--- config.mk ---
export PLATFORM = sky130hd
export DESIGN_NAME = glyph_bitmap_pixel_expander_core
export DESIGN_NICKNAME = d
export VERILOG_FILES = /design/src/gbpe_pkg.sv /design/src/gbpe_emit.sv /design/src/glyph_bitmap_pixel_expander_core.sv
export SDC_FILE = /design/constraint.sdc
export NUM_CORES = 1
export LEC_CHECK = 0
export ABC_AREA = 1
export BUFFER_PORTS_ARGS = -buffer_cell sky130_fd_sc_hd__clkbuf_2
export CAP_MARGIN = 20
export CORE_MARGIN = 2
export CORE_UTILIZATION = 45
export CTS_BUF_LIST = sky130_fd_sc_hd__clkbuf_8
export DETAILED_ROUTE_END_ITERATION = 8
export PLACE_DENSITY_LB_ADDON = 0.3
export SYNTH_ARGS = -nofsm -noshare
export SYNTH_HDL_FRONTEND = slang
export SYNTH_SLANG_ARGS = --single-unit
--- constraint.sdc ---
create_clock -name clock -period 3.4 [get_ports clock]
set_input_delay 0.51 -clock clock [delete_from_list [all_inputs] [get_ports clock]]
set_output_delay 0.51 -clock clock [all_outputs]
set_load 0.01 [all_outputs]
--- src/gbpe_pkg.sv ---
package gbpe_pkg;

   // Width of the internal cursor arithmetic; coordinates wrap modulo 2**COORD_WIDTH.
   localparam int COORD_WIDTH = 10;

   // Fixed widths of the port fields.
   localparam int PIXEL_COORD_WIDTH = 10;
   localparam int COLOR_WIDTH       = 16;
   localparam int HEIGHT_WIDTH      = 7;
   localparam int BYTE_WIDTH        = 8;

   typedef logic [COORD_WIDTH-1:0]       coord_type;
   typedef logic [PIXEL_COORD_WIDTH-1:0] pixel_coord_type;
   typedef logic [COLOR_WIDTH-1:0]       color_type;

   // One accepted byte as handed to the pixel emitter.
   typedef struct packed {
      coord_type             x;
      coord_type             y0;
      logic [BYTE_WIDTH-1:0] bits;
      logic [BYTE_WIDTH-1:0] emit;
   } work_type;

   // Bits that are examined before the column break, top bit first.
   // When the break falls inside the byte, last_idx is the offset of the
   // final examined bit.
   function automatic logic [BYTE_WIDTH-1:0] examine_mask(input logic brk,
                                                          input logic [2:0] last_idx);
      logic [BYTE_WIDTH-1:0] m;
      m = '1;
      if (brk) begin
         m = 8'hFF << (3'd7 - last_idx);
      end
      return m;
   endfunction

endpackage

--- src/gbpe_emit.sv ---
module gbpe_emit (
   input  logic                     clock,
   input  logic                     reset,
   input  logic                     load_valid,
   output logic                     load_ready,
   input  gbpe_pkg::work_type       load_work,
   input  gbpe_pkg::color_type      fore_color,
   input  gbpe_pkg::color_type      bg_color,
   output logic                     rsp_valid,
   input  logic                     rsp_ready,
   output gbpe_pkg::pixel_coord_type rsp_pixel_x,
   output gbpe_pkg::pixel_coord_type rsp_pixel_y,
   output gbpe_pkg::color_type      rsp_pixel_color,
   output logic                     rsp_last
);
   import gbpe_pkg::*;

   // Work register: the byte being expanded. emit_ff doubles as its valid flag.
   coord_type             x_ff;
   coord_type             y0_ff;
   logic [BYTE_WIDTH-1:0] bits_ff;
   logic [BYTE_WIDTH-1:0] emit_ff, emit_in;

   // Result register.
   logic            rsp_valid_ff, rsp_valid_in;
   pixel_coord_type pixel_x_ff, pixel_y_ff;
   color_type       pixel_color_ff;
   logic            last_ff;

   logic [2:0]            idx;
   logic [BYTE_WIDTH-1:0] emit_rest;
   logic                  out_free;
   logic                  step;
   logic                  load;

   // Pick the topmost pixel still to be written.
   always_comb begin
      idx = '0;
      for (int i = 0; i < BYTE_WIDTH; i++) begin
         if (emit_ff[i]) begin
            idx = 3'(i);
         end
      end
   end

   assign emit_rest  = emit_ff & ~(8'h01 << idx);
   assign out_free   = !rsp_valid_ff || rsp_ready;
   assign step       = (emit_ff != '0) && out_free;
   assign load_ready = (emit_ff == '0) || (step && (emit_rest == '0));
   assign load       = load_valid && load_ready;

   always_comb begin
      emit_in = emit_ff;
      if (load) begin
         emit_in = load_work.emit;
      end else if (step) begin
         emit_in = emit_rest;
      end
   end

   always_comb begin
      rsp_valid_in = rsp_valid_ff;
      if (step) begin
         rsp_valid_in = 1'b1;
      end else if (rsp_ready) begin
         rsp_valid_in = 1'b0;
      end
   end

   // Control state.
   always_ff @(posedge clock) begin
      if (reset) begin
         emit_ff      <= '0;
         rsp_valid_ff <= 1'b0;
      end else begin
         emit_ff      <= emit_in;
         rsp_valid_ff <= rsp_valid_in;
      end
   end

   // Work payload is captured on each input transfer.
   always_ff @(posedge clock) begin
      if (load) begin
         x_ff    <= load_work.x;
         y0_ff   <= load_work.y0;
         bits_ff <= load_work.bits;
      end
   end

   // Result payload; bit 7 is the top row, so its row offset is 7 - idx.
   always_ff @(posedge clock) begin
      if (step) begin
         pixel_x_ff     <= PIXEL_COORD_WIDTH'(x_ff);
         pixel_y_ff     <= PIXEL_COORD_WIDTH'(y0_ff + COORD_WIDTH'(3'd7 - idx));
         pixel_color_ff <= bits_ff[idx] ? fore_color : bg_color;
         last_ff        <= (emit_rest == '0);
      end
   end

   assign rsp_valid       = rsp_valid_ff;
   assign rsp_pixel_x     = pixel_x_ff;
   assign rsp_pixel_y     = pixel_y_ff;
   assign rsp_pixel_color = pixel_color_ff;
   assign rsp_last        = last_ff;

endmodule

--- src/glyph_bitmap_pixel_expander_core.sv ---
// Glyph bitmap pixel expander.
// Input channel (req_*): one bitmap byte per transfer, eight vertical pixels with
// the most significant bit on top. req_new_glyph loads the cursor and top row
// from req_start_x / req_start_y before the byte is expanded.
// Result channel (rsp_*): one pixel write per transfer; rsp_last marks the final
// write caused by a byte. A byte with no writes (transparent mode, all examined
// bits clear) produces no transfer at all.
// Configuration channel (csr_*): register writes, always ready; index 0 is the
// foreground color, 1 the background color, 2 the transparent flag and 3 the
// glyph height. Write only while the block is idle.
// A byte is captured in the emitter's work register at its transfer; each of its
// pixels then passes into the result register, from which it is offered.
// One pixel per cycle while the receiver keeps taking results; a byte with N
// pixel writes (up to 8) is issued one pixel at a time through the pixel
// emitter's single result register. The next byte is taken in the cycle that
// issues the last pixel of the current one.
// A stalled receiver holds the result register; the emitter then stops and
// req_ready falls once a byte is waiting. Reset clears the cursor, the top row
// and both pipeline registers and restores the register defaults.
module glyph_bitmap_pixel_expander_core (
   input  logic                      clock,
   input  logic                      reset,
   input  logic                      req_valid,
   output logic                      req_ready,
   input  logic                      req_new_glyph,
   input  gbpe_pkg::pixel_coord_type req_start_x,
   input  gbpe_pkg::pixel_coord_type req_start_y,
   input  logic [7:0]                req_bitmap_byte,
   output logic                      rsp_valid,
   input  logic                      rsp_ready,
   output gbpe_pkg::pixel_coord_type rsp_pixel_x,
   output gbpe_pkg::pixel_coord_type rsp_pixel_y,
   output gbpe_pkg::color_type       rsp_pixel_color,
   output logic                      rsp_last,
   input  logic                      csr_valid,
   output logic                      csr_ready,
   input  logic [1:0]                csr_index,
   input  logic [15:0]               csr_data
);
   import gbpe_pkg::*;

   localparam logic [1:0] REG_FORE_COLOR   = 2'd0;
   localparam logic [1:0] REG_BG_COLOR     = 2'd1;
   localparam logic [1:0] REG_TRANSPARENT  = 2'd2;
   localparam logic [1:0] REG_GLYPH_HEIGHT = 2'd3;

   color_type               fore_color_ff, bg_color_ff;
   logic                    transparent_ff;
   logic [HEIGHT_WIDTH-1:0] glyph_height_ff;

   coord_type cursor_x_ff, cursor_x_in;
   coord_type cursor_y_ff, cursor_y_in;
   coord_type top_row_ff, top_row_in;

   coord_type eff_x, eff_y, eff_top;
   coord_type offset, rows_left;
   logic      brk;
   logic      accept;
   work_type  work;
   logic      emit_ready;

   // Configuration writes.
   assign csr_ready = 1'b1;

   always_ff @(posedge clock) begin
      if (reset) begin
         fore_color_ff   <= 16'h0000;
         bg_color_ff     <= 16'hFFFF;
         transparent_ff  <= 1'b0;
         glyph_height_ff <= 7'd16;
      end else if (csr_valid) begin
         unique case (csr_index)
            REG_FORE_COLOR:   fore_color_ff   <= csr_data;
            REG_BG_COLOR:     bg_color_ff     <= csr_data;
            REG_TRANSPARENT:  transparent_ff  <= csr_data[0];
            REG_GLYPH_HEIGHT: glyph_height_ff <= csr_data[HEIGHT_WIDTH-1:0];
            default: ;
         endcase
      end
   end

   // Cursor as seen by this byte, after an optional glyph start.
   always_comb begin
      eff_x   = cursor_x_ff;
      eff_y   = cursor_y_ff;
      eff_top = top_row_ff;
      if (req_new_glyph) begin
         eff_x   = COORD_WIDTH'(req_start_x);
         eff_y   = COORD_WIDTH'(req_start_y);
         eff_top = COORD_WIDTH'(req_start_y);
      end
   end

   // Rows left in the column minus one; the break lands inside this byte
   // when that count is below eight.
   assign offset    = eff_y - eff_top;
   assign rows_left = COORD_WIDTH'(glyph_height_ff) - offset - COORD_WIDTH'(1);
   assign brk       = (rows_left >> 3) == '0;

   always_comb begin
      work.x    = eff_x;
      work.y0   = eff_y;
      work.bits = req_bitmap_byte;
      work.emit = examine_mask(brk, rows_left[2:0])
                  & (req_bitmap_byte | {BYTE_WIDTH{~transparent_ff}});
   end

   assign accept    = req_valid && emit_ready;
   assign req_ready = emit_ready;

   // The cursor advances for the whole byte at its transfer.
   always_comb begin
      cursor_x_in = cursor_x_ff;
      cursor_y_in = cursor_y_ff;
      top_row_in  = top_row_ff;
      if (accept) begin
         top_row_in = eff_top;
         if (brk) begin
            cursor_x_in = eff_x + COORD_WIDTH'(1);
            cursor_y_in = eff_top;
         end else begin
            cursor_x_in = eff_x;
            cursor_y_in = eff_y + COORD_WIDTH'(8);
         end
      end
   end

   always_ff @(posedge clock) begin
      if (reset) begin
         cursor_x_ff <= '0;
         cursor_y_ff <= '0;
         top_row_ff  <= '0;
      end else begin
         cursor_x_ff <= cursor_x_in;
         cursor_y_ff <= cursor_y_in;
         top_row_ff  <= top_row_in;
      end
   end

   gbpe_emit u_emit (
      .clock           (clock),
      .reset           (reset),
      .load_valid      (req_valid),
      .load_ready      (emit_ready),
      .load_work       (work),
      .fore_color      (fore_color_ff),
      .bg_color        (bg_color_ff),
      .rsp_valid       (rsp_valid),
      .rsp_ready       (rsp_ready),
      .rsp_pixel_x     (rsp_pixel_x),
      .rsp_pixel_y     (rsp_pixel_y),
      .rsp_pixel_color (rsp_pixel_color),
      .rsp_last        (rsp_last)
   );

endmodule

==> results of run 1 <==
final timing paths:
| path | startpoint | to | slack (ns) | cells past startpoint |
|---|---|---|---|---|
| worst max-delay path | req_new_glyph | cursor_x_ff[9] | 0.29 | 20 |
| worst min-delay path | req_bitmap_byte[5] | u_emit.bits_ff[5] | 0.24 | 1 |
| worst max register to register | top_row_ff[1] | cursor_x_ff[9] | 0.40 | 16 |
| worst min register to register | u_emit.x_ff[7] | u_emit.rsp_pixel_x[7] | 0.42 | 0 |
layout make-up:
| cell class | instances | area [um^2] |
|---|---|---|
| multi-input combinational | 613 | 3210 |
| inverter | 105 | 399 |
| clock buffer | 17 | 234 |
| sequential | 144 | 3530 |
| timing repair buffer | 129 | 768 |
| clock inverter | 15 | 218 |
| fill | 1481 | 7200 |
| tap | 216 | 270 |
sequential cells by signal (all words and copies together) (netlist names):
signal                  cells
bg_color_ff                16
fore_color_ff              16
u_emit.rsp_pixel_color     16
cursor_x_ff                10
cursor_y_ff                10
top_row_ff                 10
u_emit.rsp_pixel_x         10
u_emit.rsp_pixel_y         10
u_emit.x_ff                10
u_emit.y0_ff               10
u_emit.bits_ff              8
u_emit.emit_ff              8
glyph_height_ff             7
transparent_ff              1
u_emit.rsp_last             1
u_emit.rsp_valid            1
timing repair:
item / 4_1_cts / 5_1_grt
endpoints found under the setup margin: 0 / 2
hold endpoints to repair: 0 / 0
gates resized for setup: 0 / 2
cell families after synthesis:
logic type | count (synthesis) | share of synthesized area [%]
compound gates | 128 | 9.95
xor+xnor | 21 | 2.53
buf+inv | 136 | 7.65
other cells | 1 | 0.0517
flops | 144 | 48.7
fa+ha+maj | 24 | 5.07
simple gates | 438 | 25.9
mux | 1 | 0.155
worst reg2reg max path: cells and delay by family (launching register included):
family,cells,cell delay (ns)
multiplexers,1,0.37
flip-flops,1,0.33
AND/OR/NAND/NOR,9,0.72
adder cells (fa/ha/maj),3,1.05
buffers and inverters,2,0.25
AO/OA/AOI/OAI,1,0.19
stage by stage:
step                      instances  utilization (%)
after CTS                      1239             54.4
after floorplan                 893                -
after global placement         1207             51.6
final                          1239             54.5
after detailed placement       1207             51.6
after global routing           1239             54.5
report_power, final:
group          switching [mW]  total, mW  internal (mW)
logic                    2.87       4.41           1.54
registers               0.278       3.07           2.79
clock network           0.663       1.53          0.869
synthesized netlist by cell type (10+ instances only):
master                     instances  area, um^2
sky130_fd_sc_hd__nor2_1           86         323
sky130_fd_sc_hd__a21oi_1          37         185
sky130_fd_sc_hd__xor2_1           17         149
sky130_fd_sc_hd__clkbuf_1         16        60.1
sky130_fd_sc_hd__nand4_1          13        81.3
sky130_fd_sc_hd__edfxtp_1         65        1950
sky130_fd_sc_hd__nand3_1          66         330
sky130_fd_sc_hd__ha_1             15         188
sky130_fd_sc_hd__o21ai_0          50         250
sky130_fd_sc_hd__a21oi_2          10        87.6
sky130_fd_sc_hd__o21ai_1          20         100
sky130_fd_sc_hd__nand2_1         244         916
sky130_fd_sc_hd__inv_1            94         353
sky130_fd_sc_hd__dfxtp_1          79        1580
per-layer routing:
layer  up-vias  part of all wire (%)
met2       170                    45
met5         -                     0
li1       3142                     -
met1      2798                    47
met4         0                   2.0
met3        27                   5.6
==> flow_summary.toml, run 1 <==
[sta]
report.final.hold_viol_count = 0
totalNegativeSetupSlack_ns = 0
rsz0062_at_grt = "false"
report.final.slew_viol_count = 0
layout_min_cycle_time_ns = 3.11
min_period_over_period_pct = 91.4
clock-skew-final_ns = 0.0156
final-setup-viol-count = 0
worst_pin_slew_ns = 0.879
slew_headroom_pct = 41.4
max_freq_mhz = 322
fin_hold_ws_ns = 0.243
setup_ws_final_ns = 0.294

[global_routing]
grt_pass1_wl_mm = 27.1
antenna_found_initial = 0
first_global_vias = 5642
grt-busiest-layer = "met2"
global_route.usage.met2_pct = 31.9
grt_remaining_overflow = 0
grtUsageMet3_pct = 4.19
overall_global_routing_usage_pct = 20.3
grtUsageMet1_pct = 28.0
maximum_number_of_pins_on_one_net_before_global_route_repair = 71

[clock_network]
cts_setup_buffers = 0
sink_count = 144
clock_latency_of_the_later_clocked_register_in_the_worst_skew_pair_ns = 0.46
clockBufferDepth = 2
tritoncts.num_buffers = 17
cts-htree-levels = 4
cts.hold.buffers_added = 0
clk_pin_slew_ns = 0.09
clockRootBuffer = "sky130_fd_sc_hd__clkbuf_8"
cts_tree = "built"

[synthesis]
synth.yosys.seq_area_share_pct = 48.7
netlist-cell-type-count = 45
synth-seq-cells = 144
yosys_warnings = 0
postSynth.topFlopCell = "sky130_fd_sc_hd__dfxtp_1"
synth_edf_count = 65
postSynthNetCount = 969
asyncSetResetFlopFracSynth_pct = 0
syn_avg_cell_area_um2 = 8.13
post_synth_instance_area_um2 = 7260
netlist_instances = 893

[power_and_ir_drop]
p_leak_nw = 4.10
vdd.ir_drop.worst_v = 0.000431
fin_total_pwr_mw = 9.01
power.density_cell_area_nw_per_um2 = 1040

[layout]
insertedDiodeCount = 0
mostFrequentLayoutCell = "sky130_fd_sc_hd__nand2_1"
synthToLayoutAreaGrowth_pct = 18.9
layout.nets = 1086
drive_above_1_share_pct = 20.9
stdcell_area_um2 = 8630
most-common-layout-cells = "sky130_fd_sc_hd__nand2_1 (243), sky130_fd_sc_hd__inv_1 (95), sky130_fd_sc_hd__clkbuf_2 (90), sky130_fd_sc_hd__nor2_1 (84), sky130_fd_sc_hd__dfxtp_1 (79)"

[detailed_routing]
initialDrtViolationCount = 367
post_drt_wl_per_cell_um = 13.3
via_per_inst = 4.95
number_of_iterations_in_the_first_detailed_routing_pass = 8
drtAntennaViolNets = 0
drc_violations_left = 0
routed-via-count = 6137
totalWireLength_mm = 16.4

[floorplanning]
floorplan.die.width_um = 131
fp.dieArea_um2 = 17200
initial_utilization_pct = 45.8
ioPinCount = 92
area_inside_the_core_boundary_um2 = 15800
num_rows = 46
chipHeight_um = 131

[worst_setup_path]
critical_path_class = "input pin to register"
critical_path_required_ns = 3.75
critical-path-slowest-cell = "sky130_fd_sc_hd__fa_1"
path_max_fanout = 34
cp_num_buf_inv = 5
cp_slowest_stage_delay_ns = 0.44
path_delay_family = "adder cells"
timing.critical_path.to_type = "register"
crit_chain = "clkbuf_2 > buf_12 > nand2_1 > inv_1 > a21oi_2 > inv_1 > fa_1 > ha_1 > fa_2 > nand2_1 > nand2_1 > nand2_1 > nand3_1 > nand2_1 > nand2_2 > nand3_2 > buf_12 > mux2_2 > nor2_1 > nor2_1"
worst_ep_arrival_time_ns = 3.46
start_kind = "input pin"
worst_path_most_repeated_cell = "sky130_fd_sc_hd__nand2_1"

[placement]
detailedPlacementHpwl_mm = 11.9
port-buffer-count = 90
gp_congestion = 0.910
dpl_cell_area_um2 = 8160
pre_cts_slack_ns = -0.162

[min_path]
min_path_type = "input pin to register"

[flow_run]
max_cap_violations = 0

[status]
status = "finished clean"
Note: power is estimated with default switching activity, not from simulation.
==> run 2, diff against run 1 <==
ABC_AREA = not set   (was 1)
==> run 2 against run 1 <==
The flow now finishes with violations (negative setup slack). Clock power is essentially flat. First-iteration DRC count is 10% higher. Synthesized cell count fell by 25%. Final cell count shrank 19%. Sequential power fell by 4%. Flip-flop and latch count did not move. Global-route usage increased by 0.73 points. Critical path type unchanged. Critical path depth decreased by 3. Combinational power is 15% lower.
==> flow_summary.toml, run 2 <==
[status]
status = "finished, violations left"
violations_in_the_final_reports = "negative setup slack"

[floorplanning]
chipHeight_um = 128
num_rows = 45
floorplan.die.width_um = 128
initial_utilization_pct = 45.6
area_inside_the_core_boundary_um2 = 15100
ioPinCount = 92
fp.dieArea_um2 = 16300

[worst_setup_path]
start_kind = "input pin"
critical-path-slowest-cell = "sky130_fd_sc_hd__fa_1"
crit_chain = "clkbuf_16 > buf_12 > mux2_4 > fa_1 > inv_2 > fa_2 > a21oi_2 > o211ai_1 > xor2_1 > nor4_4 > buf_4 > nand4_1 > buf_6 > buf_6 > nor4_4 > xnor2_1 > o21ai_1"
worst_setup_path_startpoint = "req_new_glyph"
path_max_fanout = 6
path_delay_family = "adder cells"
rr_startpoint = "cursor_y_ff[2]"
critical_path_class = "input pin to register"
worst_ep_arrival_time_ns = 3.84
critical_path_required_ns = 3.73
timing.critical_path.to_type = "register"
cp_num_buf_inv = 6
cp_slowest_stage_delay_ns = 0.52

[synthesis]
post_synth_most_frequent_cells = "sky130_fd_sc_hd__nand2_1 (113), sky130_fd_sc_hd__dfxtp_1 (79), sky130_fd_sc_hd__edfxtp_1 (65)"
post_synth_main_area_contributors = "sky130_fd_sc_hd__edfxtp_1 (28%), sky130_fd_sc_hd__dfxtp_1 (23%), sky130_fd_sc_hd__nand2_1 (6.2%), sky130_fd_sc_hd__mux2_2 (6.1%), sky130_fd_sc_hd__mux2i_1 (3.8%)"
post_synth_instance_area_um2 = 6880
asyncSetResetFlopFracSynth_pct = 0
netlist-cell-type-count = 67
postSynth.topFlopCell = "sky130_fd_sc_hd__dfxtp_1"
netlist_instances = 666
yosys_warnings = 0
most_common_cell_in_the_netlist = "sky130_fd_sc_hd__nand2_1"
synth-seq-cells = 144
postSynthNetCount = 742
post_synth_top_area_cell = "sky130_fd_sc_hd__edfxtp_1"
syn_avg_cell_area_um2 = 10.3
synth.yosys.seq_area_share_pct = 51.3
synth_top_area_share_pct = 28.4
synth_edf_count = 65

[power_and_ir_drop]
net-switching-power_mw = 2.98
p_leak_nw = 3.77
intPower_mw = 5.22
vdd.ir_drop.worst_v = 0.000363
comb_power_share_pct = 45.9
power.sequential.fraction_pct = 35.8
clkPwrFrac_pct = 18.2
switching_power_as_a_share_of_total_power_pct = 36.3
power.density_cell_area_nw_per_um2 = 927

[global_routing]
maximum_number_of_pins_on_one_net_before_global_route_repair = 54
first_global_vias = 5473
overall_global_routing_usage_pct = 21.0
grt_pass1_wl_mm = 27.0
antenna_found_initial = 0
grt_remaining_overflow = 0

[sta]
clock-skew-final_ns = 0.0200
slew_headroom_pct = 45.9
report.final.hold_viol_count = 0
fin_hold_ws_ns = 0.263
min_period_over_period_pct = 103
worst_pin_slew_ns = 0.810
max_freq_mhz = 285
final-setup-viol-count = 21
rsz0062_at_grt = "true"
layout_min_cycle_time_ns = 3.51
totalNegativeSetupSlack_ns = -1.16
report.final.slew_viol_count = 0
setup_ws_final_ns = -0.109

[clock_network]
sink_count = 144
cts.hold.buffers_added = 0
cts-htree-levels = 4
clk_pin_slew_ns = 0.08
tritoncts.num_buffers = 17
cts_tree = "built"
clockRootBuffer = "sky130_fd_sc_hd__clkbuf_8"
clock_latency_of_the_later_clocked_register_in_the_worst_skew_pair_ns = 0.44
clockBufferDepth = 2

[detailed_routing]
drtAntennaViolNets = 0
drc_violations_left = 0
routed-via-count = 5436
post_drt_wl_per_cell_um = 16.7
initialDrtViolationCount = 404
totalWireLength_mm = 16.8
number_of_iterations_in_the_first_detailed_routing_pass = 5
via_per_inst = 5.40

[min_path]
min_path_type = "input pin to register"
min-delay-start = "req_bitmap_byte[0]"

[layout]
insertedDiodeCount = 0
drive_above_1_share_pct = 35.4
synthToLayoutAreaGrowth_pct = 28.6
multi_input_comb_area_um2 = 3470
final_core_utilization_pct = 58.6
layout.nets = 882
fill_cells = 1239
most-common-layout-cells = "sky130_fd_sc_hd__nand2_1 (110), sky130_fd_sc_hd__clkbuf_2 (89), sky130_fd_sc_hd__dfxtp_1 (79), sky130_fd_sc_hd__edfxtp_1 (65), sky130_fd_sc_hd__buf_4 (48)"
mostFrequentLayoutCell = "sky130_fd_sc_hd__nand2_1"
ff_latch_area_um2 = 3530

[placement]
port-buffer-count = 90
gp_congestion = 0.889
detailedPlacementHpwl_mm = 11.6

[flow_run]
max_cap_violations = 0
-- run 2: cell count changes in the layout (fill, tap and decap cells not counted), moves of 16 or more --
cell,change
sky130_fd_sc_hd__nand3_1,-38
sky130_fd_sc_hd__mux2_2,+31
sky130_fd_sc_hd__o21ai_0,-32
sky130_fd_sc_hd__o21ai_1,-16
sky130_fd_sc_hd__nand2_1,-133
sky130_fd_sc_hd__nor2_1,-51
sky130_fd_sc_hd__mux2i_1,+23
sky130_fd_sc_hd__inv_1,-60
-- run 2: worst reg2reg max path, delay by kind of cell, from the launching register on --
kind | cells | cell delay, ns
compound gates | 3 | 0.41
xor+xnor | 2 | 0.33
fa+ha+maj | 2 | 0.93
buf+inv | 4 | 0.53
flops | 1 | 0.32
mux | 1 | 0.28
simple gates | 3 | 0.55
-- run 2: final timing paths --
check	depth (start not counted)	to	slack [ns]
setup / recovery	17	cursor_x_ff[7]	-0.11
hold / removal	1	u_emit.bits_ff[0]	0.26
hold reg to reg	0	u_emit.rsp_pixel_x[8]	0.42
setup reg to reg	15	cursor_x_ff[7]	-0.05
-- run 2: logic make-up after synthesis --
| logic type | synth area share (%) |
|---|---|
| other | 0.0545 |
| xor gates and xnor gates | 3.44 |
| buffers and inverters | 4.11 |
| adders and majority gates | 5.49 |
| and+or+nand+nor | 14.8 |
| AOI/OAI and AO/OA | 10.9 |
| muxes | 9.83 |
| DFF | 51.3 |
-- run 2: power groups by stage --
stage | logic, mW | registers (mW) | clock network, mW
after floorplan | 2.30 | 3.04 | 0
after global placement | 3.35 | 2.94 | 0
after detailed placement | 3.44 | 2.97 | 0
after CTS | 3.57 | 2.93 | 1.52
after global routing | 4.08 | 3.00 | 1.59
final | 3.77 | 2.94 | 1.50
-- run 2: metrics by stage --
step	area, um^2	worst slack, ns	power [mW]	cells
after floorplan	7020	-0.718	5.34	666
after global placement	7960	-0.616	6.29	967
final	8850	-0.109	8.20	1007
after CTS	8640	-0.0793	8.02	1006
after global routing	8850	-0.203	8.67	1007
after detailed placement	7960	-0.712	6.41	967
-- run 2: timing repair --
action / CTS / global route
gates resized for setup: 34 / 40
setup endpoints to repair: 14 / 26
gates cloned: 1 / 0
pin swaps: 20 / 11
setup buffers: 6 / 1
-- run 2: routing by layer --
layer	GRT usage [%]	wire, um	vias up
met2	35.8	8550	164
met4	7.76	369	0
li1	-	-	2621
met1	26.5	7100	2613
met5	0	0	-
met3	4.42	782	38
-- run 2: area by class of cell --
cell class                      count  share of cell area, %
Sequential cell                   144                   39.9
Multi-Input combinational cell    455                   39.2
Timing Repair Buffer              151                   11.7
Tap cell                          188                   2.66
Clock buffer                       17                   2.64
Clock inverter                     15                   2.28
Inverter                           37                   1.58
